File: src/hdl/bksf_pkg.sv
// Types and constants shared by the knot span finder files.
`timescale 1ns / 1ps
`default_nettype none

package bksf_pkg;

    localparam int KNOT_W     = 32;
    localparam int FRAC_W     = 16;
    localparam int GEN_W      = 8;
    localparam int ORDER_W    = 5;
    localparam int LAST_W     = 6;
    localparam int INDEX_W    = 6;
    localparam int SEG_W      = 7;
    localparam int OP_W       = 2;
    localparam int STATUS_W   = 2;
    localparam int CFG_IDX_W  = 2;
    localparam int CFG_DATA_W = 32;

    localparam logic [ORDER_W-1:0] ORDER_RESET = 5'd4;
    localparam logic [LAST_W-1:0]  LAST_RESET  = 6'd3;
    localparam logic [KNOT_W-1:0]  START_RESET = 32'd0;

    typedef enum logic [OP_W-1:0] {
        OP_WRITE    = 2'd0,
        OP_GENERATE = 2'd1,
        OP_FIND     = 2'd2
    } t_op;

    typedef enum logic [STATUS_W-1:0] {
        ST_OK      = 2'd0,
        ST_NO_SPAN = 2'd1,
        ST_BEYOND  = 2'd2
    } t_status;

    typedef enum logic [CFG_IDX_W-1:0] {
        REG_ORDER = 2'd0,
        REG_LAST  = 2'd1,
        REG_START = 2'd2
    } t_reg;

endpackage

`default_nettype wire

File: src/hdl/bksf_if.sv
// Handshake interfaces for the request and result channels.
`timescale 1ns / 1ps
`default_nettype none

interface bksf_in_if
    import bksf_pkg::*;
    ();
    logic                     valid;
    logic                     ready;
    logic [OP_W-1:0]          op;
    logic [INDEX_W-1:0]       knot_index;
    logic signed [KNOT_W-1:0] knot_value;
    logic signed [KNOT_W-1:0] param_value;

    modport source (output valid, op, knot_index, knot_value, param_value, input ready);
    modport sink (input valid, op, knot_index, knot_value, param_value, output ready);
endinterface

interface bksf_out_if
    import bksf_pkg::*;
    ();
    logic                    valid;
    logic                    ready;
    logic [INDEX_W-1:0]      span_index;
    logic signed [SEG_W-1:0] segment_number;
    logic [STATUS_W-1:0]     status;

    modport source (output valid, span_index, segment_number, status, input ready);
    modport sink (input valid, span_index, segment_number, status, output ready);
endinterface

`default_nettype wire

File: src/hdl/bksf_ram.sv
// Generic single-port-write, single-port-read RAM with a registered read.
`timescale 1ns / 1ps
`default_nettype none

module bksf_ram #(
    parameter int WIDTH = 32,
    parameter int DEPTH = 64
) (
    input  wire logic                             i_clk,
    input  wire logic                             i_we,
    input  wire logic [$clog2(DEPTH)-1:0]         i_waddr,
    input  wire logic [WIDTH-1:0]                 i_wdata,
    input  wire logic [$clog2(DEPTH)-1:0]         i_raddr,
    output      logic [WIDTH-1:0]                 o_rdata
);

    logic [WIDTH-1:0] r_mem [DEPTH];
    logic [WIDTH-1:0] r_rdata;

    always_ff @(posedge i_clk) begin
        if (i_we) begin
            r_mem[i_waddr] <= i_wdata;
        end
        r_rdata <= r_mem[i_raddr];
    end

    assign o_rdata = r_rdata;

endmodule

`default_nettype wire

File: src/hdl/bspline_knot_span_finder.sv
// Top level of the B-spline knot span finder: knot store, generator and span search.
//
//  Channel   Direction  Beat contents
//  i_in      in         op, knot_index, knot_value, param_value
//  o_out     out        span_index, segment_number, status
//  i_cfg_*   in         register index and write data, no handshake
//
// A write passes the start and done states, a generate also writes count knots and a find
// reads up to count stored knots, where count is last_control_index + spline_order + 1.
// The search reads one stored knot per cycle through the single read port of the knot RAM.
// Reset is synchronous; the knot store is not cleared and reads as undefined until written.
// A finished result waits in the output register; a new beat is taken once the block is idle.
`timescale 1ns / 1ps
`default_nettype none

module bspline_knot_span_finder
    import bksf_pkg::*;
#(
    parameter int MAX_KNOTS   = 64,
    parameter int EPSILON_LSB = 7
) (
    input  wire logic                  i_clk,
    input  wire logic                  i_rst_n,
    input  wire logic                  i_cfg_we,
    input  wire logic [CFG_IDX_W-1:0]  i_cfg_idx,
    input  wire logic [CFG_DATA_W-1:0] i_cfg_data,
    bksf_in_if.sink                    i_in,
    bksf_out_if.source                 o_out
);

    localparam int AW     = $clog2(MAX_KNOTS);
    localparam int CW_RAW = $clog2(MAX_KNOTS + 1);
    localparam int CW     = (CW_RAW > 7) ? CW_RAW : 7;
    localparam logic [CW-1:0] MAX_C = CW'(MAX_KNOTS);
    localparam logic [KNOT_W:0] EPS_C = (KNOT_W + 1)'(EPSILON_LSB);

    typedef enum logic [2:0] {
        S_IDLE,
        S_START,
        S_GEN,
        S_FIND,
        S_DONE
    } t_state;

    t_state                   r_state;
    logic [ORDER_W-1:0]       r_order;
    logic [LAST_W-1:0]        r_last;
    logic signed [KNOT_W-1:0] r_start;

    logic [OP_W-1:0]          r_op;
    logic [INDEX_W-1:0]       r_kidx;
    logic [KNOT_W-1:0]        r_kval;
    logic signed [KNOT_W-1:0] r_param;
    logic signed [KNOT_W-1:0] r_prev;
    logic                     r_first;
    logic [CW-1:0]            r_cnt;

    logic [INDEX_W-1:0]       r_res_span;
    logic [SEG_W-1:0]         r_res_seg;
    t_status                  r_res_status;

    logic                     r_out_valid;
    logic [INDEX_W-1:0]       r_out_span;
    logic [SEG_W-1:0]         r_out_seg;
    logic [STATUS_W-1:0]      r_out_status;

    logic [CW-1:0]            w_count;
    logic                     w_beyond;
    logic signed [KNOT_W:0]   w_diff;
    logic [KNOT_W:0]          w_abs;
    logic                     w_near;
    logic signed [GEN_W-1:0]  w_gen_t;
    logic [KNOT_W-1:0]        w_gen_knot;
    logic                     w_we;
    logic [AW-1:0]            w_waddr;
    logic [KNOT_W-1:0]        w_wdata;
    logic [KNOT_W-1:0]        w_rdata;
    logic signed [KNOT_W-1:0] w_cur;
    logic                     w_hit;
    logic                     w_accept;

    assign w_count  = CW'(r_last) + CW'(r_order) + CW'(1);
    assign w_beyond = w_count > MAX_C;
    assign w_diff   = {r_param[KNOT_W-1], r_param} - {r_start[KNOT_W-1], r_start};
    assign w_abs    = w_diff[KNOT_W] ? (KNOT_W + 1)'(-w_diff) : (KNOT_W + 1)'(w_diff);
    assign w_near   = w_abs < EPS_C;

    always_comb begin
        if (r_cnt < CW'(r_order)) begin
            w_gen_t = '0;
        end else if (r_cnt <= CW'(r_last)) begin
            w_gen_t = GEN_W'(r_cnt) - GEN_W'(r_order) + GEN_W'(1);
        end else begin
            w_gen_t = GEN_W'(r_last) - GEN_W'(r_order) + GEN_W'(2);
        end
    end

    assign w_gen_knot = {{(KNOT_W - GEN_W - FRAC_W){w_gen_t[GEN_W-1]}}, w_gen_t,
                         {FRAC_W{1'b0}}};

    always_comb begin
        w_we    = 1'b0;
        w_waddr = AW'(r_kidx);
        w_wdata = r_kval;
        if (r_state == S_START && r_op == OP_WRITE && CW'(r_kidx) < MAX_C) begin
            w_we = 1'b1;
        end else if (r_state == S_GEN) begin
            w_we    = 1'b1;
            w_waddr = r_cnt[AW-1:0];
            w_wdata = w_gen_knot;
        end
    end

    bksf_ram #(
        .WIDTH (KNOT_W),
        .DEPTH (MAX_KNOTS)
    ) u_knot_ram (
        .i_clk   (i_clk),
        .i_we    (w_we),
        .i_waddr (w_waddr),
        .i_wdata (w_wdata),
        .i_raddr (r_cnt[AW-1:0]),
        .o_rdata (w_rdata)
    );

    assign w_cur    = w_rdata;
    assign w_hit    = (r_param >= r_prev) && (r_param <= w_cur);
    assign w_accept = i_in.valid && i_in.ready;

    always_ff @(posedge i_clk) begin
        if (!i_rst_n) begin
            r_order <= ORDER_RESET;
            r_last  <= LAST_RESET;
            r_start <= START_RESET;
        end else if (i_cfg_we) begin
            case (t_reg'(i_cfg_idx))
                REG_ORDER: r_order <= i_cfg_data[ORDER_W-1:0];
                REG_LAST:  r_last  <= i_cfg_data[LAST_W-1:0];
                REG_START: r_start <= i_cfg_data[KNOT_W-1:0];
                default: ;
            endcase
        end
    end

    always_ff @(posedge i_clk) begin
        if (!i_rst_n) begin
            r_state     <= S_IDLE;
            r_out_valid <= 1'b0;
        end else begin
            if (o_out.ready && r_state != S_DONE) begin
                r_out_valid <= 1'b0;
            end
            case (r_state)
                S_IDLE: begin
                    if (w_accept) begin
                        r_op    <= i_in.op;
                        r_kidx  <= i_in.knot_index;
                        r_kval  <= i_in.knot_value;
                        r_param <= i_in.param_value;
                        r_cnt   <= '0;
                        r_state <= S_START;
                    end
                end
                S_START: begin
                    r_res_seg <= '0;
                    case (r_op)
                        OP_WRITE: begin
                            r_res_span   <= '0;
                            r_res_status <= (CW'(r_kidx) >= MAX_C) ? ST_BEYOND : ST_OK;
                            r_state      <= S_DONE;
                        end
                        OP_GENERATE: begin
                            r_res_span   <= '0;
                            r_res_status <= w_beyond ? ST_BEYOND : ST_OK;
                            r_state      <= w_beyond ? S_DONE : S_GEN;
                        end
                        OP_FIND: begin
                            if (w_beyond) begin
                                r_res_span   <= '0;
                                r_res_status <= ST_BEYOND;
                                r_state      <= S_DONE;
                            end else if (w_near) begin
                                r_res_span   <= INDEX_W'(r_order) - INDEX_W'(1);
                                r_res_status <= ST_OK;
                                r_state      <= S_DONE;
                            end else if (w_count < CW'(2)) begin
                                r_res_span   <= '0;
                                r_res_status <= ST_NO_SPAN;
                                r_state      <= S_DONE;
                            end else begin
                                r_res_span   <= '0;
                                r_res_status <= ST_OK;
                                r_cnt        <= CW'(1);
                                r_first      <= 1'b1;
                                r_state      <= S_FIND;
                            end
                        end
                        default: begin
                            r_res_span   <= '0;
                            r_res_status <= ST_OK;
                            r_state      <= S_DONE;
                        end
                    endcase
                end
                S_GEN: begin
                    if (r_cnt == w_count - CW'(1)) begin
                        r_state <= S_DONE;
                    end else begin
                        r_cnt <= r_cnt + CW'(1);
                    end
                end
                S_FIND: begin
                    r_cnt <= r_cnt + CW'(1);
                    if (r_first) begin
                        r_prev  <= w_cur;
                        r_first <= 1'b0;
                    end else if (w_hit) begin
                        r_res_span <= INDEX_W'(r_cnt - CW'(2));
                        r_res_seg  <= SEG_W'(r_cnt - CW'(1) - CW'(r_order));
                        r_state    <= S_DONE;
                    end else begin
                        r_prev <= w_cur;
                        if (r_cnt == w_count) begin
                            r_res_status <= ST_NO_SPAN;
                            r_state      <= S_DONE;
                        end
                    end
                end
                S_DONE: begin
                    if (!r_out_valid || o_out.ready) begin
                        r_out_valid  <= 1'b1;
                        r_out_span   <= r_res_span;
                        r_out_seg    <= r_res_seg;
                        r_out_status <= r_res_status;
                        r_state      <= S_IDLE;
                    end
                end
                default: r_state <= S_IDLE;
            endcase
        end
    end

    assign i_in.ready           = (r_state == S_IDLE);
    assign o_out.valid          = r_out_valid;
    assign o_out.span_index     = r_out_span;
    assign o_out.segment_number = r_out_seg;
    assign o_out.status         = r_out_status;

endmodule

`default_nettype wire
File: src/flat_wrapper.sv
// flat-port wrapper written by rule: the top's interface ports become plain ports
module bspline_knot_span_finder_flat import bksf_pkg::*;
#(
    parameter int MAX_KNOTS   = 64,
    parameter int EPSILON_LSB = 7
)
  (i_clk, i_rst_n, i_cfg_we, i_cfg_idx, i_cfg_data, i_in_valid, i_in_op, i_in_knot_index, i_in_knot_value, i_in_param_value, i_in_ready, o_out_valid, o_out_span_index, o_out_segment_number, o_out_status, o_out_ready);
  bksf_in_if i_in_i ();
  bksf_out_if o_out_i ();
  input  wire logic i_clk;
  input  wire logic i_rst_n;
  input  wire logic i_cfg_we;
  input  wire logic [CFG_IDX_W-1:0] i_cfg_idx;
  input  wire logic [CFG_DATA_W-1:0] i_cfg_data;
  input wire logic [$bits(i_in_i.valid)-1:0] i_in_valid;
  input wire logic [$bits(i_in_i.op)-1:0] i_in_op;
  input wire logic [$bits(i_in_i.knot_index)-1:0] i_in_knot_index;
  input wire logic [$bits(i_in_i.knot_value)-1:0] i_in_knot_value;
  input wire logic [$bits(i_in_i.param_value)-1:0] i_in_param_value;
  output wire logic [$bits(i_in_i.ready)-1:0] i_in_ready;
  output wire logic [$bits(o_out_i.valid)-1:0] o_out_valid;
  output wire logic [$bits(o_out_i.span_index)-1:0] o_out_span_index;
  output wire logic [$bits(o_out_i.segment_number)-1:0] o_out_segment_number;
  output wire logic [$bits(o_out_i.status)-1:0] o_out_status;
  input wire logic [$bits(o_out_i.ready)-1:0] o_out_ready;
  assign i_in_i.valid = i_in_valid;
  assign i_in_i.op = i_in_op;
  assign i_in_i.knot_index = i_in_knot_index;
  assign i_in_i.knot_value = i_in_knot_value;
  assign i_in_i.param_value = i_in_param_value;
  assign i_in_ready = i_in_i.ready;
  assign o_out_valid = o_out_i.valid;
  assign o_out_span_index = o_out_i.span_index;
  assign o_out_segment_number = o_out_i.segment_number;
  assign o_out_status = o_out_i.status;
  assign o_out_i.ready = o_out_ready;
  bspline_knot_span_finder #(.MAX_KNOTS(MAX_KNOTS), .EPSILON_LSB(EPSILON_LSB)) u_core (.i_clk(i_clk), .i_rst_n(i_rst_n), .i_cfg_we(i_cfg_we), .i_cfg_idx(i_cfg_idx), .i_cfg_data(i_cfg_data), .i_in(i_in_i), .o_out(o_out_i));
endmodule
File: config.mk
export PLATFORM = sky130hd
export DESIGN_NAME = bspline_knot_span_finder_flat
export DESIGN_NICKNAME = d
export VERILOG_FILES = /design/src/hdl/bksf_pkg.sv /design/src/hdl/bksf_if.sv /design/src/hdl/bksf_ram.sv /design/src/hdl/bspline_knot_span_finder.sv /design/src/flat_wrapper.sv
export SDC_FILE = /design/constraint.sdc
export NUM_CORES = 2
export LEC_CHECK = 0
export BUFFER_PORTS_ARGS = -buffer_cell sky130_fd_sc_hd__buf_2
export CORE_MARGIN = 2
export CORE_UTILIZATION = 35
export DETAILED_ROUTE_END_ITERATION = 12
export PLACE_DENSITY_LB_ADDON = 0.12
export RECOVER_POWER = 25
export SYNTH_ARGS = -nofsm -noshare
export SYNTH_HDL_FRONTEND = slang
export SYNTH_SLANG_ARGS = --single-unit
File: constraint.sdc
create_clock -name i_clk -period 6.7 [get_ports i_clk]
set_input_delay 0.335 -clock i_clk [delete_from_list [all_inputs] [get_ports i_clk]]
set_output_delay 0.335 -clock i_clk [all_outputs]
set_load 0.02 [all_outputs]
-- Yosys cells after proc, flatten, opt, wreduce, memory -nomap -nowiden
Memory sizes are Yosys's and may differ from the RTL's. A register that Yosys moved wholly into a read port is not among the register bits.
Index checks and enable logic that the tools add are counted.
- add/sub/neg operators: 14
- $mul: 0
- divide/modulo/power cells: 0
- $lt $le $gt $ge: 7
- eq/ne operators: 25
- shift-type cells: 0
- mux-type cells: 58
- bitwise logic cells: 0
- reductions and logical operators: 22
- operators with widths (kind ; number):
    32-bit two-way mux ; 4
    7-bit two-way mux ; 8
    6-bit two-way mux ; 7
    33-bit by 3-bit less-than comparator with 1-bit output (second input constant) ; 1
    33-bit two-way mux ; 1
    33-bit negation ; 1
    32-bit by 32-bit subtractor with 33-bit output ; 1
    32-bit >= comparator ; 1
    32-bit <= comparator ; 1
    3-bit two-way mux ; 10
    7-bit one-hot mux with 4 select lines ; 1
    2-bit inequality test (second input constant) ; 9
    8-bit two-way mux ; 2
    3-bit one-hot mux with 5 select lines ; 1
    7-bit by 1-bit adder with 7-bit output (second input constant) ; 2
    7-bit equality test ; 2
    7-bit one-hot mux with 2 select lines ; 1
    7-bit by 1-bit subtractor with 7-bit output (second input constant) ; 2
    1-bit two-way mux ; 12
    2-bit two-way mux ; 6
    6-bit one-hot mux with 2 select lines ; 1
    5-bit AND reduction ; 2
    3-bit AND reduction ; 3
    8-bit by 1-bit adder with 8-bit output (second input constant) ; 1
    other kinds (33) ; 46
- bits in registers: 189
- bits in latches: 0
- RAM bits: 2048
- ROM bits: 0
- bits of input ports: 111
- output and inout port bits: 17
- word-level logic and storage cells: 145
- memories kept: 1
- memories (name ; words ; width ; rd ports ; clocked after memory_dff ; wr ports ; line ; RTL):
    u_core.u_knot_ram.r_mem ; 64 ; 32 ; 1 ; 1 ; 1 ; bksf_ram.sv:17 ; logic [WIDTH-1:0] r_mem [DEPTH];

-- Depth between registers and ports, before layout
- word-level depth: 8
- gate-level depth with buffers: 19
- depth with buffers taken out: 16

-- Hierarchy
From an unflattened synthesis, not the netlist that was laid out.
- cells, all modules: 4987
- area total of the unflattened synthesis: 92710.2 µm²
- modules (own cells, without submodules) (module ; instances ; cells each ; area each (µm²) ; seq. area each (µm²)):
    bksf_ram ; 1 ; 3511 ; 79039.6 ; 62139.6
    bspline_knot_span_finder ; 1 ; 1476 ; 13670.6 ; 5205.0

-- Least setup slack after synthesis
No wires, ideal clock.
- path kind: flip-flop to flip-flop
- from: reg u_core.r_cnt[0]
- to: mem u_core.u_knot_ram.r_mem[0][19], data pin
- library setup time: 0.702 ns
- data arrival time: 6.232 ns
- required time: 5.998 ns
- slack: -0.234 ns
- cell stages (with the launch flop): 20
- path buffers: 6
- period minus slack after synthesis: 6.934 ns
- cell sequence: edfxtp_1 -> clkbuf_1 -> buf_1 -> clkbuf_1 -> buf_1 -> clkbuf_1 -> inv_1 -> ha_1 -> nor2b_1 -> o21a_1 -> o21a_1 -> o21ai_0 -> nand2b_1 -> a21oi_1 -> a31oi_1 -> nor2_1 -> clkbuf_1 -> nor2_1 -> a21oi_1 -> o21ai_0
- cells in the longest elaborated chain, start to end: 6
- elaborated cells on any way between the ends: 8
- those cells by class: 2 x add/sub; 2 x order compare; 4 x mux
- RTL lines (item ; line ; RTL):
    start: declaration ; bspline_knot_span_finder.sv:56 ; logic [CW-1:0] r_cnt;
    start signal: assignment ; bspline_knot_span_finder.sv:209 ; r_cnt <= r_cnt + CW'(1);
    start signal: assignment ; bspline_knot_span_finder.sv:213 ; r_cnt <= r_cnt + CW'(1);
    7-bit by 5-bit subtractor with 8-bit output ; bspline_knot_span_finder.sv:92 ; w_gen_t = GEN_W'(r_cnt) - GEN_W'(r_order) + GEN_W'(1);
    8-bit by 1-bit adder with 8-bit output ; bspline_knot_span_finder.sv:92 ;
    8-bit two-way mux ; bspline_knot_span_finder.sv:91 ; end else if (r_cnt <= CW'(r_last)) begin
    8-bit two-way mux (*) ; bspline_knot_span_finder.sv:89 ; if (r_cnt < CW'(r_order)) begin
    32-bit two-way mux (*) ; bspline_knot_span_finder.sv:107 ; end else if (r_state == S_GEN) begin
    32-bit two-way mux (*) ; bspline_knot_span_finder.sv:105 ; if (r_state == S_START && r_op == OP_WRITE && CW'(r_kidx) < MAX_C) begin
    via u_core.u_knot_ram.i_wdata[19] ; bksf_ram.sv:12 ; input wire logic [WIDTH-1:0] i_wdata,
    end: declaration ; bksf_ram.sv:17 ;
The timed path passes the listed nets; every way through them passes the cells marked *.

-- Final worst setup path
- from: reg u_core.r_cnt[4]
- to: mem u_core.u_knot_ram.r_mem[19][30], data pin
Same word-level chain as after synthesis.

==> flow_metrics.tcl <==
set metrics [dict create \
    start_kind "flip-flop" \
    placement.io_buffers 127 \
    synth.most_common_cell "edfxtp_1" \
    rsz0062_at_grt "false" \
    cts_setup_buffers 0 \
    grt-ovfl-total 0 \
    wl_mm 282.8 \
    clk_pin_slew_ns 0.06 \
    initial_core_util 0.3517 \
    worst_slew_pin_slew_ns 3.900 \
    ctsHoldBuffers 107 \
    cts_buffers 241 \
    cts_tree "yes" \
    row_count 188 \
    pin_count 128 \
    ys_top_cells_by_area "edfxtp_1 71%, mux4_2 12%, mux2i_1 2.9%" \
    synth_seq_cells 2269 \
    fin_setup_tns_ns 0 \
    nets 5657 \
    critical_path.max_fanout 36 \
    synth_cell_types 85 \
    ant_nets 0 \
    path_cells "clkbuf_1 -> ha_1 -> ha_1 -> nor2_1 -> nor2_1 -> nor2_1 -> nor2_1 -> nor2_1 -> a21oi_1 -> nor2_1 -> buf_4 -> a21o_2 -> buf_4" \
    first_pass_iters 6 \
    finalMaxSlewViolations 1174 \
    grt.total_usage 0.2102 \
    multiInputGateArea_um2 24130 \
    dp_cells 8566 \
    critPathMaxStageDelay_ns 1.79 \
    grt_pass1_wl_mm 394.7 \
    cp-end-kind "flip-flop" \
    seqCellArea_um2 67340 \
    ctsHtreeMaxLevel 4 \
    ys_top_cells_by_count "2190 x edfxtp_1, 474 x mux4_2, 269 x mux2i_1" \
    die_w_um 517.4 \
    ir_drop_mv 0.2531 \
    drv_cap 20 \
    crit_top_cell "nor2_1" \
    synthArstFlopShare 0 \
    power_density_nw_per_um2 318.9 \
    coreArea_um2 262300 \
    dieArea_um2 267700 \
    synthFlopType "edfxtp_1" \
    crit_arrival_ns 6.50 \
    cts.path.max_buffers 3 \
    path_buf_inv 3 \
    min_from "i_rst_n" \
    slew_headroom -1.600 \
    die_y_um 517.4 \
    gp_congestion 0.8354 \
    r2r_slack_ns 0.80 \
    r2r_end "u_core.u_knot_ram.r_mem[19][30]" \
    via_per_inst 5.426 \
    fillers 23430 \
    drt_iter0_markers 4659 \
    synth_top_area_share 0.7129 \
    min_to "u_core.r_last[1]" \
    synth_edf_count 2190 \
    period_minus_slack_ns 5.899 \
    hold_depth 2 \
    syn_avg_cell_area_um2 18.59 \
    finalCritPeriodShare 0.8805 \
    crit_slowest_cell "clkbuf_1" \
    antenna_found_initial 24 \
    max_freq_ghz 0.1695 \
    r2r-start "u_core.r_cnt[4]" \
    setup_viol 0 \
    crit_required_ns 7.30 \
    drive_gt1_frac 0.2148 \
    synthCells 4962 \
    clock_skew_ns 0.06856 \
    place_area_um2 99120 \
    whs_ns 0.06251 \
    final_area_um2 107800 \
    crit_type "reg -> reg" \
    place_hpwl_mm 170.9 \
    fin_cells 9129 \
    ys_seq_area_frac 0.7300 \
    drc 0 \
    syn2layout_area_growth_pct 16.85 \
    yosysTopAreaCell "edfxtp_1" \
    status "complete, but fails checks" \
    mappedNetlistArea_um2 92250 \
    leakage_nw 34.95 \
    ys_warn_count 0 \
    clock-sinks 2269 \
    cts-root-buf "clkbuf_16" \
    worstRegToRegCells 13 \
    vias 49538 \
    wl_per_cell_um 30.98 \
    clk_latency_ns 0.91 \
    critPathTopFamily "buffers and inverters" \
    grt_max_degree 86 \
    violations "capacitance limit, slew limit" \
    first_global_vias 49863 \
    ctsResizeCount 0 \
    mappedNetlistNets 5218 \
    hp-class "in -> reg" \
    finalHoldViolCount 0 \
]
-- kinds of logic after synthesis --
logic type               Yosys count  share of synthesized area
AO/OA/AOI/OAI                    659                    0.04697
XOR/XNOR                          61                   0.005791
adder cells (fa/ha/maj)          145                    0.02024
buffers and inverters            383                    0.01602
flip-flops                      2269                     0.7300
multiplexers                     748                     0.1456
AND/OR/NAND/NOR                  697                    0.03543
-- registers in the layout, summed over array words and instances (netlist names), 7 cells and up --
| name | count |
|---|---|
| u_core.r_cnt | 7 |
| u_core.r_prev | 32 |
| u_core.r_kval | 32 |
| u_core.u_knot_ram.r_mem | 2048 |
| u_core.r_param | 32 |
| u_core.r_res_seg | 7 |
| u_core.r_start | 32 |
| u_core.o_out.segment_number | 7 |
| u_core.u_knot_ram.o_rdata | 32 |
-- final cells by class --
| cell class | instances | share of cell area |
|---|---|---|
| repair buffers | 436 | 0.03332 |
| flip-flops and latches | 2269 | 0.6247 |
| clock buffers | 308 | 0.05885 |
| clock inverters | 139 | 0.01319 |
| multi-input cells | 2310 | 0.2239 |
| inverters | 143 | 0.005060 |
| diodes | 9 | 0.0002089 |
| well taps | 3515 | 0.04080 |
-- worst max-delay path by stage --
stage                            from                               to  depth (start not counted)
floorplan             u_core.r_cnt[0]   u_core.u_knot_ram.r_mem[0][19]                         19
global placement    u_core.r_param[0]                  u_core.r_cnt[1]                         16
detailed placement  u_core.r_param[0]                  u_core.r_cnt[6]                         16
CTS                 u_core.r_param[0]                  u_core.r_cnt[0]                         16
global route        u_core.r_param[0]                  u_core.r_cnt[0]                         16
finish                u_core.r_cnt[4]  u_core.u_knot_ram.r_mem[19][30]                         13
-- worst register-to-register path, delay by kind of cell, from the launching register on --
| kind | cells | cell delay [ns] |
|---|---|---|
| AND/OR/NAND/NOR | 6 | 0.58 |
| flip-flops | 1 | 0.79 |
| buffers and inverters | 3 | 2.68 |
| AO/OA/AOI/OAI | 2 | 0.72 |
| adder cells (fa/ha/maj) | 2 | 0.77 |
-- per-layer routing --
layer / global-route usage / part of all wire
met5: 0 / 0
met4: 0.04073 / 0.018
met3: 0.02674 / 0.049
met2: 0.3437 / 0.48
met1: 0.3022 / 0.45
-- placed cells by master, fill, tap and decap left out, drive strengths merged, types with 15 or more instances in the layout --
| cell | instances |
|---|---|
| and2 | 15 |
| inv | 147 |
| o221ai | 36 |
| nor3 | 36 |
| a21oi | 138 |
| o22ai | 60 |
| mux2i | 269 |
| nand3 | 42 |
| xnor2 | 45 |
| edfxtp | 2190 |
| buf | 263 |
| nand2 | 210 |
| nor2b | 37 |
| ha | 138 |
| mux4 | 474 |
| dfxtp | 79 |
| clkbuf | 374 |
| o21ai | 155 |
| clkinv | 111 |
| dlygate4sd3 | 107 |
| a21boi | 40 |
| nand4 | 27 |
| o311ai | 18 |
| bufinv | 20 |
| xor2 | 16 |
| o211ai | 20 |
| a21o | 45 |
| nand2b | 16 |
| or3 | 15 |
| a221oi | 20 |
| nor2 | 231 |
| o31ai | 16 |
| a31oi | 16 |
-- through the flow --
| step | total power, mW | util | setup slack, ns |
|---|---|---|---|
| 2_1_floorplan | 19.37 | - | 0.8635 |
| 3_3_place_gp | 21.50 | 0.3779 | 1.260 |
| 3_5_place_dp | 21.52 | 0.3779 | 1.205 |
| 4_1_cts | 34.72 | 0.4116 | 1.183 |
| 5_1_grt | 35.54 | 0.4110 | 0.6651 |
| 6_report | 34.38 | 0.4110 | 0.8006 |
-- power by group --
part / switching [mW] / leakage [nW] / total [mW] / internal [mW]
Combinational: 3.26 / 10.8 / 5.06 / 1.80
Sequential: 0.126 / 20.4 / 16.2 / 16.1
Clock: 5.68 / 3.78 / 13.1 / 7.46
Total: 9.07 / 35.0 / 34.4 / 25.3
Power figures use the tool's default switching activity.
